===== src/rtl/pal_pkg.sv =====
`timescale 1ns / 1ps
// Shared types, codes and constants of the positional array list core.
// Used by pal_cell, pal_find_tree and positional_array_list_core; depends on nothing.
package pal_pkg;

    localparam int CAPACITY_DEF = 64;

    localparam int CMD_W = 2;
    localparam int POS_W = 13;
    localparam int VAL_W = 32;
    localparam int POL_W = 2;
    localparam int ST_W  = 2;

    localparam logic [CMD_W-1:0] CMD_INSERT     = 2'd0;
    localparam logic [CMD_W-1:0] CMD_DELETE     = 2'd1;
    localparam logic [CMD_W-1:0] CMD_FIND_FIRST = 2'd2;
    localparam logic [CMD_W-1:0] CMD_FIND_LAST  = 2'd3;

    localparam logic [ST_W-1:0] ST_DONE  = 2'd0;
    localparam logic [ST_W-1:0] ST_RANGE = 2'd1;
    localparam logic [ST_W-1:0] ST_FULL  = 2'd2;

    localparam logic [POL_W-1:0] POLICY_FRONT = 2'd1;
    localparam logic [POL_W-1:0] POLICY_END   = 2'd2;

    typedef struct packed {
        logic             ins;
        logic             del;
        logic             srch;
        logic [POS_W-1:0] slot;
        logic [POS_W-1:0] count;
        logic [VAL_W-1:0] value;
    } t_cell_ctl;

    typedef struct packed {
        logic             found;
        logic [POS_W-1:0] idx;
    } t_hit;

endpackage


===== src/rtl/pal_cell.sv =====
`timescale 1ns / 1ps
// One list cell: holds a single entry, shifts toward or away from its neighbors,
// and registers whether it matches a search target. Depends on pal_pkg.
module pal_cell #(
    parameter int IDX = 0
) (
    input  logic                        i_clk,
    input  pal_pkg::t_cell_ctl          i_ctl,
    input  logic [pal_pkg::VAL_W-1:0]   i_prev,
    input  logic [pal_pkg::VAL_W-1:0]   i_next,
    output logic [pal_pkg::VAL_W-1:0]   o_data,
    output logic                        o_match
);

    localparam logic [pal_pkg::POS_W-1:0] MY_IDX = pal_pkg::POS_W'(IDX);

    logic [pal_pkg::VAL_W-1:0] r_data;
    logic [pal_pkg::VAL_W-1:0] n_data;
    logic                      r_match;

    always_comb begin
        n_data = r_data;
        if (i_ctl.ins) begin
            if (MY_IDX > i_ctl.slot) begin
                n_data = i_prev;
            end else if (MY_IDX == i_ctl.slot) begin
                n_data = i_ctl.value;
            end
        end else if (i_ctl.del) begin
            if (MY_IDX >= i_ctl.slot) begin
                n_data = i_next;
            end
        end
    end

    always_ff @(posedge i_clk) begin
        r_data <= n_data;
        if (i_ctl.srch) begin
            r_match <= (r_data == i_ctl.value) && (MY_IDX < i_ctl.count);
        end
    end

    assign o_data  = r_data;
    assign o_match = r_match;

endmodule


===== config.mk =====
export PLATFORM = sky130hd
export DESIGN_NAME = pal_cell
export DESIGN_NICKNAME = d
export VERILOG_FILES = /design/src/rtl/pal_pkg.sv /design/src/rtl/pal_cell.sv
export SDC_FILE = /design/constraint.sdc
export NUM_CORES = 1
export LEC_CHECK = 0
export ABC_AREA = 1
export BUFFER_PORTS_ARGS = -buffer_cell sky130_fd_sc_hd__buf_2
export CORE_MARGIN = 8
export CORE_UTILIZATION = 36
export CTS_CLUSTER_SIZE = 16
export DETAILED_ROUTE_END_ITERATION = 10
export HOLD_SLACK_MARGIN = 0.05
export PLACE_DENSITY = 0.85
export SETUP_SLACK_MARGIN = 0.3
export SYNTH_ARGS = -nofsm -noshare
export SYNTH_HDL_FRONTEND = slang
export SYNTH_SLANG_ARGS = --single-unit

===== constraint.sdc =====
create_clock -name i_clk -period 2.67 [get_ports i_clk]
set_input_delay 0.6675 -clock i_clk [delete_from_list [all_inputs] [get_ports i_clk]]
set_output_delay 0.6675 -clock i_clk [all_outputs]
set_load 0.005 [all_outputs]

### Word level (Yosys, flattened, before mapping)

Index checks and enable logic that the tools add are counted.

* word-level logic and storage cells: 17
* output and inout port bits: 33
* input bits: 126
* register bits after elaboration: 33

* multiplexer cells: 5
* reductions and logical operators: 5
* magnitude comparators: 3
* equality and inequality tests: 2

Operator list (count)
* $mux 32: 5
* $eq 32x32->1: 1
* $ge 1x13->1 const A: 1
* $gt 1x13->1 const A: 1
* $logic_not 13->1: 1
* $lt 1x13->1 const A: 1
* $reduce_bool 2->1: 2
* $ne 3x1->1 const B: 1
* $reduce_and 3->1: 1
* $logic_and 1x1->1: 1

### Longest topological paths before layout

* word-level depth: 4
* gate-level depth with buffers: 8
* gate-level depth less buffers: 8

### Least setup slack after synthesis

OpenSTA, ideal clock, no wires.

* kind: input to register
* start point: in i_ctl[52] (netlist bit)
* end point: reg r_data (netlist bit o_data[0]), enable pin
* library setup time: 421 ps
* path slack: -153 ps
* buffers on the path: 0
* arrival time: 2402 ps
* data required time: 2249 ps
* stages on the path: 3
* cells stage by stage: nor4_1 -> o211ai_1 -> nor2_1

* word-level cells in the longest chain between the ends: 3
* elaborated cells on any way between the ends: 6
* those cells by class: order compare (2); eq/ne (1); reduce/logical (3)

Ends and longest elaborated chain
* start, declared: RTL line pal_cell.sv:8 `input pal_pkg::t_cell_ctl i_ctl,`
* $gt 1x13->1 (tied with other cells): RTL line pal_cell.sv:24 `if (MY_IDX > i_ctl.slot) begin`
* $ne 3x1->1 (no source line) or $reduce_bool 2->1 (tied branches)
* $reduce_and 3->1 (no source line) *
* end signal, assigned: RTL line pal_cell.sv:37 `r_data <= n_data;`
* end, declared: RTL line pal_cell.sv:17 `logic [pal_pkg::VAL_W-1:0] r_data;`

Mark *: on every way between the ends. The rest lies on a longest branch, timed or not.
A chain may end at the register's enable or synchronous reset.

### Final worst setup path

* start point: in i_ctl[52] (netlist bit)
* end point: reg r_data (netlist bit o_data[7]), enable pin

Same word-level chain as after synthesis.

==> summary.md <==
| Metric | Value |
|---|---|
| Outcome | `completed` |
| Critical path data required time | `2.60 ns` |
| Core Rows | `27` |
| Pint | `828 uW` |
| TNS Setup | `0 ns` |
| Clk pwr share | `32.5%` |
| All-Layer GR Usage | `14.3%` |
| I/O pins | `159` |
| Mapped Cells | `277` |
| Initial antenna violation count | `0` |
| Grt total ovfl | `0` |
| Dpl ws | `0.600 ns` |
| Max clock buf depth | `2` |
| Skew-Pair Late Insertion Delay | `0.28 ns` |
| First-pass GRT wire length | `9710 um` |
| Die ar. | `8240 um2` |
| Post-Route WL | `6010 um` |
| Slew Viols, Final | `0` |
| Worst min path class | `in2reg` |
| Residual DRC | `0` |
| Fin. Hold Viols | `0` |
| Port bufs | `126` |
| CP Class | `in2reg` |
| Post-DRT Antenna Nets | `0` |
| Yosys top cell area share | `49.2%` |
| WL/cell | `12.6 um` |
| Diodes inserted | `0` |
| Synthesized cell area | `2010 um2` |
| CTS tree | `built` |
| Setup WS post-layout | `0.924 ns` |
| Flop pwr share | `52.8%` |
| 1st-iter DRT viols | `88` |
| Vias | `2131` |
| Synth area leaders | `edfxtp_1, nand2_1, inv_1, o21ai_0, nor2_1` |
| Synthesized area per cell | `7.27 um2` |
| WHS | `0.583 ns` |
| Dpl hpwl | `4910 um` |
| Hold-fix buffer count after cts | `0` |
| Net count after synthesis | `403` |
| Max Cap Viol | `0` |
| Final setup viols | `0` |
| # clock sinks | `33` |
| Core Area | `5440 um2` |
| Vias in the first global route | `2257` |
| Sequential-to-total area share from yosys stat | `49.2%` |
| PwrDens | `389 nW/um2` |
| Layout Nets | `531` |
| VDD IR max | `0.220 mV` |
| Root Buffer | `clkbuf_8` |
| Die W | `90.8 um` |
| Clock Skew | `0.00809 ns` |
| CP Launch Type | `input port` |
| CTS buffer count | `5` |
| Peak Freq | `573 MHz` |
| Postcts setup bufs | `0` |
| Cts repair resizes | `0` |
| Filler cells | `553` |
| Clk slew on worst S/H paths | `0.06 ns` |
| Slew headroom | `46.8%` |
| Largest net degree at the start of global routing | `55` |
| Synthesized flop and latch total | `33` |
| Kind of end point of the critical path | `flip-flop` |
| Minimum clock period | `1.75 ns` |
| Initial core utilization | `37.0%` |
| Top cell type by total area after synthesis | `edfxtp_1` |
| Final worst path period share | `65.4%` |
| Yosys warnings | `0` |
| Via/cell ratio | `4.47` |
| CTS H-Tree Depth | `2` |
| Logic pwr share | `14.7%` |
| Routability Congestion | `0.839` |
| Switching portion of total power | `23.8%` |
| TritonRoute pass-1 iters | `4` |
| Area grow syn2layout | `38.9%` |
| Yosys cell types | `18` |
| Arr. time, crit path | `1.68 ns` |
| Layout cell share with drive strength beyond 1 | `33.6%` |
| RSZ-0062 raised after global routing | `no` |
| Chip height | `90.8 um` |
| CP Max Fanout | `32` |
| Worst-margin pin slew | `0.799 ns` |
| P_leak | `0.00150 uW` |
| Switching power | `259 uW` |
==> power groups by stage <==
stage	Combinational, uW	Sequential, uW	Clock (uW)
final	160	574	353
after global routing	184	574	376
after CTS	162	574	364
after detailed placement	162	585	0
after global placement	154	585	0
after floorplan	72.5	585	0
==> worst paths after layout <==
check             slack (ns)                   to  cells past startpoint                start
hold / removal          0.58    o_match$_DFFE_PP_                      1            i_ctl[58]
setup reg to reg        1.47    o_match$_DFFE_PP_                      7  o_data[3]$_DFFE_PP_
setup / recovery        0.92  o_data[7]$_DFFE_PP_                      5            i_ctl[52]
hold reg to reg         0.78    o_match$_DFFE_PP_                      5  o_data[4]$_DFFE_PP_
==> synth_stat cells, drive strengths merged <==
master  number
nand2      128
nor3         4
nor2        22
or2          1
inv         44
o21ai       23
nor4         2
clkbuf       1
buf          5
o211ai       1
xnor2        8
xor2         2
nand3        3
edfxtp      33
==> registers in the layout, indices dropped and copies added, names as in the netlist <==
register and cells:
o_data 32, o_match 1
==> kinds of logic (layout without fill, tap and decap cells) <==
family	count (synthesis)	after routing	share of synthesized area, %
AO/OA/AOI/OAI	24	24	6.09
flip-flops	33	33	49.2
AND/OR/NAND/NOR	160	160	30.8
buffers and inverters	50	178	9.57
XOR/XNOR	10	10	4.35
==> stage by stage <==
stage / total power, uW / utilization, % / std cells / instance area (um2)
2_1_floorplan: 658 / - / 277 / 2020
3_3_place_gp: 739 / 49.9 / 470 / 2720
3_5_place_dp: 747 / 49.9 / 470 / 2720
4_1_cts: 1100 / 51.4 / 477 / 2800
5_1_grt: 1130 / 51.4 / 477 / 2800
6_report: 1090 / 51.4 / 477 / 2800
==> worst max-delay path: stages <==
cell and delay, ns:
buf_2 0.10, nor4_1 0.28, o211ai_1 0.15, nor2_2 0.09
buf_4 0.38
==> routing by layer <==
metal	global-route usage, %	routed length (um)	vias to the layer above
met5	0	0	-
met4	6.41	117	0
met3	4.57	469	11
met2	27.1	3160	84
met1	13.7	2260	931
li1	-	-	1105
==> layout make-up <==
type	count	area, um2	area share, %
tap	72	90.1	3.22
clock buffer	5	68.8	2.46
multi-input combinational	194	832	29.8
sequential	33	991	35.4
inverter	44	165	5.91
timing repair buffer	127	638	22.8
clock inverter	2	11.3	0.403
==> cell usage in the layout (no fill, tap or decap) <==
cell type	n
nand3_1	3
buf_4	1
clkinv_1	1
nor3_1	4
edfxtp_1	33
xnor2_1	8
nor4_1	2
nor2_1	20
xor2_1	2
inv_1	43
nor2_2	2
nand2_1	128
clkbuf_8	5
or2_1	1
o21ai_0	22
clkinvlp_4	1
o211ai_1	1
inv_2	1
buf_2	126
o21ai_1	1
Power figures use the tool's default switching activity.
